## config.mk

```make
export PLATFORM = sky130hd
export DESIGN_NAME = signed_radix_digit_emitter
export DESIGN_NICKNAME = d
export VERILOG_FILES = /design/src/hw/rtl/sre_pkg.sv /design/src/hw/rtl/signed_radix_digit_emitter.sv
export SDC_FILE = /design/constraint.sdc
export NUM_CORES = 1
export LEC_CHECK = 0
export BUFFER_PORTS_ARGS = -buffer_cell sky130_fd_sc_hd__buf_2
export CORE_MARGIN = 2
export CORE_UTILIZATION = 50
export CTS_BUF_LIST = sky130_fd_sc_hd__clkbuf_8
export DETAILED_ROUTE_END_ITERATION = 8
export GPL_ROUTABILITY_DRIVEN = 0
export PLACE_DENSITY_LB_ADDON = 0.08
export SYNTH_ARGS = -nofsm -noshare
export SYNTH_HDL_FRONTEND = slang
export SYNTH_SLANG_ARGS = --single-unit
```

## constraint.sdc

```tcl
create_clock -name clk_i -period 31 [get_ports clk_i]
set_input_delay 9.3 -clock clk_i [delete_from_list [all_inputs] [get_ports clk_i]]
set_output_delay 9.3 -clock clk_i [all_outputs]
set_load 0.02 [all_outputs]
```

## src/hw/rtl/sre_pkg.sv

```systemverilog
// ----------------------------------------------------------------------------
// sre_pkg
// Shared constants for the signed radix digit emitter.
// ----------------------------------------------------------------------------
`default_nettype none

package sre_pkg;

  // Default parameter values
  localparam int MaxRadixDef   = 16;
  localparam int ValueWidthDef = 32;

  // Fixed field widths
  localparam int InW      = 32;
  localparam int SymW     = 8;
  localparam int LenW     = 5;
  localparam int CfgDataW = 64;
  localparam int CfgIdxW  = 2;
  localparam int NumSyms  = 16;

  // Quotient bits resolved per divider cycle
  localparam int DivStep = 8;

  // Register indexes
  localparam logic [CfgIdxW-1:0] RegRadixLength = 2'd0;
  localparam logic [CfgIdxW-1:0] RegSymbolsLow  = 2'd1;
  localparam logic [CfgIdxW-1:0] RegSymbolsHigh = 2'd2;

  // Reserved characters
  localparam logic [SymW-1:0] SymPlus  = 8'h2B;
  localparam logic [SymW-1:0] SymMinus = 8'h2D;
  localparam logic [SymW-1:0] SymNul   = 8'h00;

endpackage

`default_nettype wire

```

## src/hw/rtl/signed_radix_digit_emitter.sv

```systemverilog
// ----------------------------------------------------------------------------
// signed_radix_digit_emitter
// Converts one signed value into its text in a programmable radix.
// ----------------------------------------------------------------------------
// One value is taken at a time; in_stall_o stays high until the value's whole
// character run has been loaded into the output register. The magnitude is
// divided by the radix in a shared restoring divider that resolves 8 quotient
// bits a cycle. Each value passes through the accept, an alphabet check, the
// divider passes (one per digit, repeated until the quotient is zero), a sign
// step (which also issues the minus sign when needed) and an emit step for
// each digit; a stalled output holds the sign and digit steps. An invalid
// alphabet gives an empty run: the check returns the block to idle.
// Configuration is to be written only while the block is idle; the block
// itself does not enforce this.
`default_nettype none

module signed_radix_digit_emitter
  import sre_pkg::*;
#(
  parameter int MAX_RADIX   = MaxRadixDef,
  parameter int VALUE_WIDTH = ValueWidthDef
) (
  input  wire logic                clk_i,
  input  wire logic                rst_ni,
  // configuration
  input  wire logic                cfg_we_i,
  input  wire logic [CfgIdxW-1:0]  cfg_index_i,
  input  wire logic [CfgDataW-1:0] cfg_data_i,
  // input channel
  input  wire logic                in_valid_i,
  output      logic                in_stall_o,
  input  wire logic [InW-1:0]      value_i,
  // output channel
  output      logic                out_valid_o,
  input  wire logic                out_stall_i,
  output      logic [SymW-1:0]     symbol_o,
  output      logic                last_o
);

  localparam int Chunks = (VALUE_WIDTH + DivStep - 1) / DivStep;
  localparam int DivW   = Chunks * DivStep;
  localparam int ChW    = (Chunks > 1) ? $clog2(Chunks) : 1;
  localparam int DigW   = $clog2(MAX_RADIX);
  localparam int IdxW   = $clog2(VALUE_WIDTH);
  localparam int CntW   = $clog2(VALUE_WIDTH + 1);

  localparam logic [2:0] S_IDLE  = 3'd0;
  localparam logic [2:0] S_CHECK = 3'd1;
  localparam logic [2:0] S_DIV   = 3'd2;
  localparam logic [2:0] S_SIGN  = 3'd3;
  localparam logic [2:0] S_EMIT  = 3'd4;

  // configuration registers
  logic [LenW-1:0]     len_q;
  logic [CfgDataW-1:0] sym_lo_q;
  logic [CfgDataW-1:0] sym_hi_q;

  logic [NumSyms-1:0][SymW-1:0] alpha;
  logic                         alpha_ok;

  // sequencer and datapath
  logic [2:0]      state_q, state_d;
  logic [DivW-1:0] div_q, div_d, div_nx;
  logic [DigW-1:0] rem_q, rem_d, rem_nx;
  logic [ChW-1:0]  chunk_q, chunk_d;
  logic [CntW-1:0] nd_q, nd_d, nd_dec;
  logic            neg_q, neg_d;
  logic [IdxW-1:0] wr_idx, rd_idx;
  logic            dig_we;
  logic [DigW-1:0] dig_q [VALUE_WIDTH];
  logic [3:0]      sym_idx;

  // output register
  logic            out_valid_q, out_valid_d;
  logic [SymW-1:0] symbol_q, symbol_d;
  logic            last_q, last_d;
  logic            out_free;

  // input decode
  logic [VALUE_WIDTH-1:0] val_w;
  logic [VALUE_WIDTH-1:0] mag_w;
  logic                   val_neg;

  // divider step scratch
  logic [DigW-1:0]    r;
  logic [DigW:0]      t;
  logic [LenW-1:0]    t_ext;
  logic [DivStep-1:0] qbits;

  always_ff @(posedge clk_i or negedge rst_ni) begin
    if (!rst_ni) begin
      len_q    <= '0;
      sym_lo_q <= '0;
      sym_hi_q <= '0;
    end else if (cfg_we_i) begin
      case (cfg_index_i)
        RegRadixLength: len_q    <= cfg_data_i[LenW-1:0];
        RegSymbolsLow:  sym_lo_q <= cfg_data_i;
        RegSymbolsHigh: sym_hi_q <= cfg_data_i;
        default: ;
      endcase
    end
  end

  assign alpha = {sym_hi_q, sym_lo_q};

  // Alphabet check: length range, reserved bytes and duplicates within the length
  always_comb begin
    alpha_ok = (len_q >= LenW'(2)) && (len_q <= LenW'(MAX_RADIX)) &&
               (len_q <= LenW'(NumSyms));
    for (int i = 0; i < NumSyms; i++) begin
      if (LenW'(i) < len_q) begin
        if (alpha[i] == SymNul || alpha[i] == SymPlus || alpha[i] == SymMinus) begin
          alpha_ok = 1'b0;
        end
        for (int j = i + 1; j < NumSyms; j++) begin
          if (LenW'(j) < len_q && alpha[j] == alpha[i]) begin
            alpha_ok = 1'b0;
          end
        end
      end
    end
  end

  assign val_w   = value_i[VALUE_WIDTH-1:0];
  assign val_neg = val_w[VALUE_WIDTH-1];
  assign mag_w   = val_neg ? (VALUE_WIDTH'(0) - val_w) : val_w;

  // Shared divider: DivStep restoring steps on the narrow remainder
  always_comb begin
    r     = rem_q;
    t     = '0;
    t_ext = '0;
    qbits = '0;
    for (int k = 0; k < DivStep; k++) begin
      t     = {r, div_q[DivW-1-k]};
      t_ext = LenW'(t);
      if (t_ext >= len_q) begin
        qbits[DivStep-1-k] = 1'b1;
        r = DigW'(t_ext - len_q);
      end else begin
        r = t[DigW-1:0];
      end
    end
    div_nx = (div_q << DivStep) | DivW'(qbits);
    rem_nx = r;
  end

  assign nd_dec   = nd_q - CntW'(1);
  assign wr_idx   = nd_q[IdxW-1:0];
  assign rd_idx   = nd_dec[IdxW-1:0];
  assign sym_idx  = 4'(dig_q[rd_idx]);
  assign out_free = !out_valid_q || !out_stall_i;

  always_comb begin
    state_d     = state_q;
    div_d       = div_q;
    rem_d       = rem_q;
    chunk_d     = chunk_q;
    nd_d        = nd_q;
    neg_d       = neg_q;
    dig_we      = 1'b0;
    out_valid_d = out_valid_q && out_stall_i;
    symbol_d    = symbol_q;
    last_d      = last_q;
    case (state_q)
      S_IDLE: begin
        if (in_valid_i) begin
          div_d   = DivW'(mag_w);
          neg_d   = val_neg;
          rem_d   = '0;
          chunk_d = '0;
          nd_d    = '0;
          state_d = S_CHECK;
        end
      end
      S_CHECK: begin
        state_d = alpha_ok ? S_DIV : S_IDLE;
      end
      S_DIV: begin
        div_d   = div_nx;
        rem_d   = rem_nx;
        chunk_d = chunk_q + ChW'(1);
        if (chunk_q == ChW'(Chunks - 1)) begin
          // digit done: store remainder, restart on the quotient
          dig_we  = 1'b1;
          nd_d    = nd_q + CntW'(1);
          rem_d   = '0;
          chunk_d = '0;
          if (div_nx == '0) begin
            state_d = S_SIGN;
          end
        end
      end
      S_SIGN: begin
        if (!neg_q) begin
          state_d = S_EMIT;
        end else if (out_free) begin
          out_valid_d = 1'b1;
          symbol_d    = SymMinus;
          last_d      = 1'b0;
          state_d     = S_EMIT;
        end
      end
      S_EMIT: begin
        if (out_free) begin
          out_valid_d = 1'b1;
          symbol_d    = alpha[sym_idx];
          last_d      = (nd_q == CntW'(1));
          nd_d        = nd_dec;
          if (nd_q == CntW'(1)) begin
            state_d = S_IDLE;
          end
        end
      end
      default: begin
        state_d = S_IDLE;
      end
    endcase
  end

  always_ff @(posedge clk_i or negedge rst_ni) begin
    if (!rst_ni) begin
      state_q     <= S_IDLE;
      out_valid_q <= 1'b0;
      chunk_q     <= '0;
      nd_q        <= '0;
    end else begin
      state_q     <= state_d;
      out_valid_q <= out_valid_d;
      chunk_q     <= chunk_d;
      nd_q        <= nd_d;
    end
  end

  always_ff @(posedge clk_i) begin
    div_q    <= div_d;
    rem_q    <= rem_d;
    neg_q    <= neg_d;
    symbol_q <= symbol_d;
    last_q   <= last_d;
    if (dig_we) begin
      dig_q[wr_idx] <= rem_nx;
    end
  end

  assign in_stall_o  = (state_q != S_IDLE);
  assign out_valid_o = out_valid_q;
  assign symbol_o    = symbol_q;
  assign last_o      = last_q;

endmodule

`default_nettype wire

```

==> impl_results.md, run 1 <==
* Gr usage total at a little over a third
* Fin cells at approximately 3.9k
* Max-cap violations at 0
* Routed WL per cell at around 28 µm
* Clock sinks at 319
* DRT Wirelength at about 110000 µm
* Arr. time, crit path at around 16 ns
* Worst Skew at a little over 0.05 ns
* Yosys reg bits at roughly 320
* Clock latency on the worst-skew pair at 0.73 ns
* HP Class: reg2reg
* Final Max Slew Viols at 0
* Root buffer cell: clkbuf_8
* Top cells by area, synth: xnor2_1 (23%), edfxtp_1 (18%), dfrtp_1 (12%)
* Die width at around 250 µm
* DP HPWL at between 60000 and 70000 µm
* Ys flop type: edfxtp_1
* Outcome: finished clean
* Synth Net Count at approximately 3.3k
* Hold Fails Final Rpt at 0
* Post-Place Cell Area at 30500 µm²
* CTS clk-pin slew, worst paths at about 0.060 ns
* Std cell rows at 88
* RSZ-0062 raised after global routing: false
* Chip Height at about 250 µm
* Post-Route Utilization at a little over half
* Relative slew slack at about 17%
* Startpoint Class: register
* Crit-path slowest cell: dfrtp_1
* Commonest cells in the netlist: xnor2_1 (782), xor2_1 (241), nand4_1 (207)
* Period minus WS final at roughly 16 ns
* Count leader, synth: xnor2_1
* Final period util at between 50% and 60%
* Final setup vio count at 0
* Initial antenna violation count at 5
* I/O pins at 114
* Cell area after layout at about 32000 µm²
* Synth cell types at 80
* Number of remaining DRC errors at 0
* CTS tree: yes
* Die area at a little over 60000 µm²
* Detail Route Antenna Nets at 0
* Grt ovf at 0
* DR vias at 25.6k
* Vias in the first global route at 25.0k
* # hold bufs at CTS at 0
* Core ar. at 57700 µm²
* Yosys warns at 0
* Fraction of layout cells with a size suffix above 1 at between 10% and 20%
* Placed Cells at 3806
* Vias per inst at ~6.5
* CTS buffer count at 55
* CP required at 31.32 ns
* Synth Instances at roughly 3.1k
* Post-Syn Area per Cell at approximately 9.4 µm²
* Critical Path End Type: register
* Iteration-0 DRC Markers at 3080
* Crit-path most repeated cell: a21o_1
* Fin nets at around 3.3k
* Post-cts sizing count at 0
* Pre-Repair DR Iteration Count at 6
* Clock buffer depth at 3
* First-pass GRT wire length at 161000 µm
* Starting density of the core at between 50 and 60%
* Number of fill cells at a little over 5k
* Share of Yosys cell area claimed by the top area cell type at between 20% and 30%
* Synth async-reset ratio at between 40% and 50%
* Largest net degree at the start of global routing at 63
* Number of enable flip-flop cells after synthesis at around 170
* CP Max Fanout at 32
* Synth Cell Area at around 30000 µm²
* Critical path class: reg2reg
* Port Buffer Count at 113
* P&R area growth vs syn at 8.27%
* CTS H-Tree Depth at 2
* Crit path largest cell delay at 0.95 ns
* Setup TNS at 0 ns
* Postcts setup bufs at 0
* Actual slew at the worst max-slew pin at 1.23 ns
* FMAX at 0.0638 GHz
* Yosys top cell by area: xnor2_1
* Register area share after synthesis at a little under a third
[cells by family after synthesis]
kind of cell               synth area share, %
xor gates and xnor gates                  30.9
buffers and inverters                     5.54
and+or+nand+nor                           14.7
muxes                                     8.63
DFF                                       30.3
AOI/OAI and AO/OA                         7.33
adders and majority gates                 2.56
[per-layer routing]
layer / vias up / track usage [%] / wire length [µm]
met3: 535 / 8.96 / 12300
met2: 1685 / 55.6 / 47800
met4: 6 / 22.4 / 7830
li1: 10900 / - / -
met5: - / 0 / 44
met1: 12500 / 43.9 / 40700
[cell usage in the layout, fill, tap and decap left out, types with 20 or more instances in the layout]
| cell | netlist | final |
|---|---|---|
| nor3_1 | 100 | 100 |
| dfrtp_1 | 145 | 144 |
| nand3_1 | 104 | 104 |
| mux2_2 | 142 | 142 |
| edfxtp_1 | 174 | 174 |
| buf_2 | 60 | 112 |
| nand4_1 | 207 | 207 |
| o21ai_0 | 121 | 121 |
| xor2_1 | 241 | 241 |
| clkbuf_8 | 0 | 61 |
| buf_4 | 4 | 157 |
| mux2i_1 | 26 | 25 |
| nor2_1 | 98 | 97 |
| mux4_2 | 20 | 20 |
| a31oi_1 | 39 | 38 |
| inv_1 | 46 | 62 |
| a21oi_1 | 59 | 56 |
| xnor2_1 | 782 | 782 |
| nand2_1 | 107 | 107 |
| ha_1 | 47 | 47 |
| nor4_1 | 76 | 76 |
[worst max-delay path, delay by kind of cell, from the launching register on]
family                   cells  cell delay, ns
AO/OA/AOI/OAI               30            6.13
AND/OR/NAND/NOR             12            3.28
adder cells (fa/ha/maj)      8            2.62
multiplexers                 4            1.51
flip-flops                   1            0.95
buffers and inverters        3            0.76
[metrics by stage]
stage,worst slack (ns),hold WS [ns]
final,15.32,0.476
after global routing,14.15,0.514
after CTS,15.63,0.482
after detailed placement,15.72,0.473
after global placement,16.46,0.461
after floorplan,17.91,0.441
[flip-flops by register name, indices dropped and copies added (netlist names)]
register     cells
sym_hi_q        64
symbol_o         8
dig_q          128
state_q          3
neg_q            1
chunk_q          2
last_o           1
sym_lo_q        64
rem_q            4
nd_q             6
div_q           32
out_valid_o      1
len_q            5
[worst paths after layout]
path,startpoint,endpoint,slack (ns),cells after the start
hold / removal,nd_q[5],nd_q[5],0.48,1
min in group asynchronous,rst_ni,sym_lo_q[23],8.42,1
max in group asynchronous,rst_ni,nd_q[0],21.39,2
hold reg to reg,nd_q[5],nd_q[5],0.48,1
setup reg to reg,len_q[1],dig_q[7][3],15.32,57
setup / recovery,len_q[1],dig_q[7][3],15.32,57
[cell type report]
cell class | count | area [µm²] | share of cell area (%)
multi-input cells | 2406 | 18800 | 59.3
flip-flops and latches | 319 | 8850 | 28.0
repair buffers | 270 | 1750 | 5.54
well taps | 765 | 957 | 3.03
clock buffers | 61 | 840 | 2.66
clock inverters | 37 | 278 | 0.879
inverters | 46 | 173 | 0.546
diodes | 1 | 2.50 | 0.00792
Power of run 1 is left out: the tool's default activity adds up to more than one toggle a clock period on the data nets, which glitch-free logic cannot reach.
==> run 2: changes to the inputs <==
- clock period: 31 -> 14.7 ns (I/O delays scaled with it)
==> impl_results.md, run 2 (synthesized netlist as in run 1, its figures left out) <==
* Outcome: finished clean (unchanged)
* CP Capture Point: dig_q[30][1] (was dig_q[7][3])
* P&R area growth vs syn at 8.58% (was 8.27%)
* Worst R2R Path Depth at 59 (was 57)
* Critical Path End Type: register (unchanged)
* Final setup vio count at 0 (unchanged)
* Final period util at 93.0% (was 50.6%)
* Clock sinks at 319 (unchanged)
* Port Buffer Count at 113 (unchanged)
* Commonest non-fill, non-tap cell in the layout: xnor2_1 (unchanged)
* RSZ-0062 raised after global routing: false (unchanged)
* Detail Route Antenna Nets at 0 (unchanged)
* Top reg by flops: dig_q (unchanged)
* CP required at 15.19 ns (was 31.32 ns)
* Die width at 246 µm (unchanged)
* Worst Skew at 0.0411 ns (was 0.0519 ns)
* CTS H-Tree Depth at 2 (unchanged)
* Worst r2r src: len_q[1] (unchanged)
* Largest net degree at the start of global routing at 88 (was 63)
* Iteration-0 DRC Markers at 2933 (was 3080)
* Starting density of the core at 50.6% (unchanged)
* Crit path from: len_q[1] (unchanged)
* Fin nets at 3258 (was 3256)
* Std cell rows at 88 (unchanged)
* Largest regs: dig_q (128), sym_hi_q (64), sym_lo_q (64) (unchanged)
* Max-cap violations at 0 (unchanged)
* Grt ovf at 0 (unchanged)
* FMAX at 0.0732 GHz (was 0.0638 GHz)
* Actual slew at the worst max-slew pin at 1.33 ns (was 1.23 ns)
* Vias in the first global route at 25.2k (was 25.0k)
* CP Max Fanout at 24 (was 32)
* CTS clk-pin slew, worst paths at 0.07 ns (was 0.06 ns)
* Max reg flops at 128 (unchanged)
* End of the worst register-to-register path: dig_q[30][1] (was dig_q[7][3])
* DR vias at 25.6k (about the same)
* Period minus WS final at 13.67 ns (was 15.68 ns)
* Gr usage total at 36.2% (was 35.6%)
* Crit-path slowest cell: mux2i_4 (was dfrtp_1)
* Vias per inst at 6.54 (was 6.55)
* Arr. time, crit path at 14.16 ns (was 16.00 ns)
* Clock latency on the worst-skew pair at 0.71 ns (was 0.73 ns)
* Crit-path most repeated cell: a21o_1 (unchanged)
* Most frequent cells in the layout: xnor2_1 (782), xor2_1 (241), nand4_1 (207) (unchanged)
* DP HPWL at 69800 µm (was 69000 µm)
* Root buffer cell: clkbuf_8 (unchanged)
* Core ar. at 57700 µm² (unchanged)
* Setup TNS at 0 ns (unchanged)
* Relative slew slack at 11.5% (was 17.4%)
* Worst R2R Setup Slack at 1.03 ns (was 15.32 ns)
* Fraction of layout cells with a size suffix above 1 at 17.7% (was 17.2%)
* Crit path largest cell delay at 0.42 ns (was 0.95 ns)
* CTS buffer count at 56 (was 55)
* HP Class: reg2reg (unchanged)
* Routed WL per cell at 28.2 µm (was 27.9 µm)
* Number of remaining DRC errors at 0 (unchanged)
* Chip Height at 246 µm (unchanged)
* Pre-Repair DR Iteration Count at 6 (unchanged)
* First-pass GRT wire length at 163000 µm (was 161000 µm)
* I/O pins at 114 (unchanged)
* Startpoint Class: register (unchanged)
* Worst path depth at 59 (was 57)
* Initial antenna violation count at 3 (was 5)
* Critical path class: reg2reg (unchanged)
* Die area at 60300 µm² (unchanged)
* Delay-heaviest family, CP: compound AO/OA/AOI/OAI gates (unchanged)
* # hold bufs at CTS at 0 (unchanged)
* Hold Fails Final Rpt at 0 (unchanged)
* Number of buffers and inverters on the critical path at 6 (was 3)
* DRT Wirelength at 110000 µm (was 109000 µm)
* CTS tree: yes (unchanged)
* Final Max Slew Viols at 0 (unchanged)
* Clock buffer depth at 3 (unchanged)
[run 2: repair_timing]
action / in CTS / in global routing
setup buffers: 0 / 3
endpoints found under the setup margin: 0 / 134
resized for setup: 0 / 14
[run 2: worst reg2reg max path: cells and delay by family (launching register included)]
| family | cells | cell delay (ns) |
|---|---|---|
| AOI/OAI and AO/OA | 30 | 6.08 |
| adders and majority gates | 8 | 2.43 |
| muxes | 6 | 2.05 |
| and+or+nand+nor | 9 | 1.52 |
| buffers and inverters | 6 | 1.11 |
| DFF | 1 | 0.32 |
[run 2: how the worst min path moves through the flow]
stage             from      end  slack, ns  cells past startpoint
3_5_place_dp   nd_q[5]  nd_q[5]       0.47                      1
4_1_cts        nd_q[5]  nd_q[5]       0.48                      1
2_1_floorplan  nd_q[5]  nd_q[5]       0.44                      1
5_1_grt        nd_q[5]  nd_q[5]       0.50                      1
6_report       nd_q[5]  nd_q[5]       0.48                      1
3_3_place_gp   nd_q[5]  nd_q[5]       0.47                      1
[run 2: metrics by stage]
stage / area (µm²) / instances / util [%] / worst slack [ns] / hold WS (ns)
floorplan: 29200 / 3113 / - / 1.61 / 0.441
global placement: 30500 / 3804 / 52.8 / 1.19 / 0.467
detailed placement: 30500 / 3804 / 52.8 / 0.354 / 0.470
CTS: 31600 / 3907 / 54.8 / 0.288 / 0.481
global route: 31700 / 3912 / 54.9 / 0.0316 / 0.502
finish: 31700 / 3912 / 54.9 / 1.03 / 0.481
[run 2: layout make-up]
type	instances	area [µm²]
Inverter	46	173
Multi-Input combinational cell	2406	18800
Timing Repair Buffer	271	1760
Antenna cell	2	5.00
Clock buffer	65	895
Fill cell	5322	26000
Tap cell	765	957
Sequential cell	319	8860
Clock inverter	38	258
[run 2: per-layer routing]
| metal | vias to the layer above | track usage [%] | share of wire [%] |
|---|---|---|---|
| li1 | 10900 | - | - |
| met1 | 12400 | 45.6 | 38 |
| met2 | 1804 | 56.2 | 44 |
| met3 | 538 | 8.33 | 11 |
| met4 | 2 | 22.8 | 7.3 |
| met5 | - | 0 | 0.014 |
Power of run 2 is left out for the same reason.
==> run 3: changes to the inputs <==
- CORE_UTILIZATION: 50 -> 40
==> impl_results.md, run 3 (synthesized netlist as in run 1, its figures left out) <==
* Outcome: finished clean (unchanged)
* I/O pins at 114 (unchanged)
* Detail Route Antenna Nets at 0 (unchanged)
* WHS at 0.478 ns (was 0.481 ns)
* Final Max Slew Viols at 0 (unchanged)
* Worst R2R Setup Slack at 1.17 ns (was 1.03 ns)
* Chip Height at 274 µm (was 246 µm)
* CP required at 15.20 ns (was 15.19 ns)
* Worst Skew at 0.0608 ns (was 0.0411 ns)
* Initial antenna violation count at 4 (was 3)
* Port Buffer Count at 113 (unchanged)
* Critical path class: reg2reg (unchanged)
* First-pass GRT wire length at 171000 µm (was 163000 µm)
* Iteration-0 DRC Markers at 2407 (was 2933)
* End of the worst register-to-register path: dig_q[2][3] (was dig_q[30][1])
* Fin nets at 3256 (was 3258)
* Grt ovf at 0 (unchanged)
* Actual slew at the worst max-slew pin at 1.30 ns (was 1.33 ns)
* DP HPWL at 73700 µm (was 69800 µm)
* Place WS at 0.787 ns (was 0.354 ns)
* Worst r2r src: len_q[1] (unchanged)
* Crit path largest cell delay at 0.51 ns (was 0.42 ns)
* FMAX at 0.0739 GHz (was 0.0732 GHz)
* Hold Fails Final Rpt at 0 (unchanged)
* Worst path depth at 59 (unchanged)
* Clock latency on the worst-skew pair at 0.75 ns (was 0.71 ns)
* Final setup vio count at 0 (unchanged)
* CTS H-Tree Depth at 2 (unchanged)
* Postcts setup bufs at 0 (unchanged)
* Crit path from: len_q[1] (unchanged)
* P&R area growth vs syn at 9.66% (was 8.58%)
* Gr usage total at 30.6% (was 36.2%)
* Most frequent cells in the layout: xnor2_1 (782), xor2_1 (241), nand4_1 (207) (unchanged)
* Delay-heaviest family, CP: compound AO/OA/AOI/OAI gates (unchanged)
* Root buffer cell: clkbuf_8 (unchanged)
* Top reg by flops: dig_q (unchanged)
* Die width at 274 µm (was 246 µm)
* CTS clk-pin slew, worst paths at 0.07 ns (about the same)
* Number of buffers and inverters on the critical path at 5 (was 6)
* Core ar. at 72600 µm² (was 57700 µm²)
* Pre-Repair DR Iteration Count at 5 (was 6)
* Period minus WS final at 13.53 ns (was 13.67 ns)
* Vias per inst at 6.12 (was 6.54)
* Std cell rows at 99 (was 88)
* Vias in the first global route at 25.0k (was 25.2k)
* Clock sinks at 319 (unchanged)
* Worst R2R Path Depth at 59 (unchanged)
* RSZ-0062 raised after global routing: false (unchanged)
* HP Class: reg2reg (unchanged)
* DRT Wirelength at 116000 µm (was 110000 µm)
* Commonest non-fill, non-tap cell in the layout: xnor2_1 (unchanged)
* Max-cap violations at 0 (unchanged)
* Critical Path End Type: register (unchanged)
* Die area at 75200 µm² (was 60300 µm²)
* Largest regs: dig_q (128), sym_hi_q (64), sym_lo_q (64) (unchanged)
* Crit-path slowest cell: or3b_2 (was mux2i_4)
* Startpoint Class: register (unchanged)
* Number of fill cells at 7058 (was 5322)
* Fraction of layout cells with a size suffix above 1 at 17.5% (was 17.7%)
* Arr. time, crit path at 14.02 ns (was 14.16 ns)
* Routed WL per cell at 28.3 µm (was 28.2 µm)
* # hold bufs at CTS at 0 (unchanged)
* Post-cts sizing count at 0 (unchanged)
* Largest net degree at the start of global routing at 65 (was 88)
* Max reg flops at 128 (unchanged)
* Worst setup margin at 1.17 ns (was 1.03 ns)
* DR vias at 25.2k (was 25.6k)
* Setup TNS at 0 ns (unchanged)
* Final period util at 92.0% (was 93.0%)
* Number of remaining DRC errors at 0 (unchanged)
* Crit-path most repeated cell: a21o_1 (unchanged)
* Starting density of the core at 40.2% (was 50.6%)
* CTS tree: yes (unchanged)
* CTS buffer count at 57 (was 56)
* CP Capture Point: dig_q[2][3] (was dig_q[30][1])
* Clock buffer depth at 3 (unchanged)
* Relative slew slack at 13.6% (was 11.5%)
* CP Max Fanout at 32 (was 24)
[run 3: cell types whose count changed in the layout (fill, tap and decap cells not counted), moves of 2 or more]
cell       previous run  this run
mux2i_2               3         5
buf_4               158       155
clkinv_1              3        13
clkbuf_8             65        60
bufinv_16             2         8
nand2b_1             10        12
nand2b_2              3         1
mux2i_4               2         0
inv_1                67        58
[run 3: how the worst min path moves through the flow]
stage | start | slack (ns) | depth (start not counted) | end
finish | nd_q[5] | 0.48 | 1 | nd_q[5]
global route | nd_q[5] | 0.50 | 1 | nd_q[5]
CTS | nd_q[5] | 0.48 | 1 | nd_q[5]
detailed placement | nd_q[5] | 0.47 | 1 | nd_q[5]
global placement | nd_q[5] | 0.47 | 1 | nd_q[5]
floorplan | nd_q[5] | 0.44 | 1 | nd_q[5]
[run 3: through the flow]
step,util [%],cell area [µm²],instances
CTS,44.1,32000,4105
finish,44.1,32000,4107
floorplan,-,29200,3113
global route,44.1,32000,4106
global placement,42.3,30700,3998
detailed placement,42.3,30700,3998
[run 3: layout make-up]
type / instances / area (µm²) / share of cell area (%)
clock buffers: 60 / 826 / 2.58
clock inverters: 47 / 454 / 1.42
multi-input cells: 2406 / 18800 / 58.6
well taps: 959 / 1200 / 3.75
flip-flops and latches: 319 / 8860 / 27.7
repair buffers: 268 / 1740 / 5.42
inverters: 46 / 173 / 0.539
diodes: 2 / 5.00 / 0.0156
[run 3: metal layers]
layer | global-route usage [%] | share of wire (%) | routed length [µm]
met1 | 38.2 | 40 | 46200
met5 | 0 | 0.013 | 15
met3 | 6.62 | 8.6 | 9970
met2 | 49.0 | 45 | 52600
met4 | 16.9 | 6.4 | 7390
Power of run 3 is left out for the same reason.
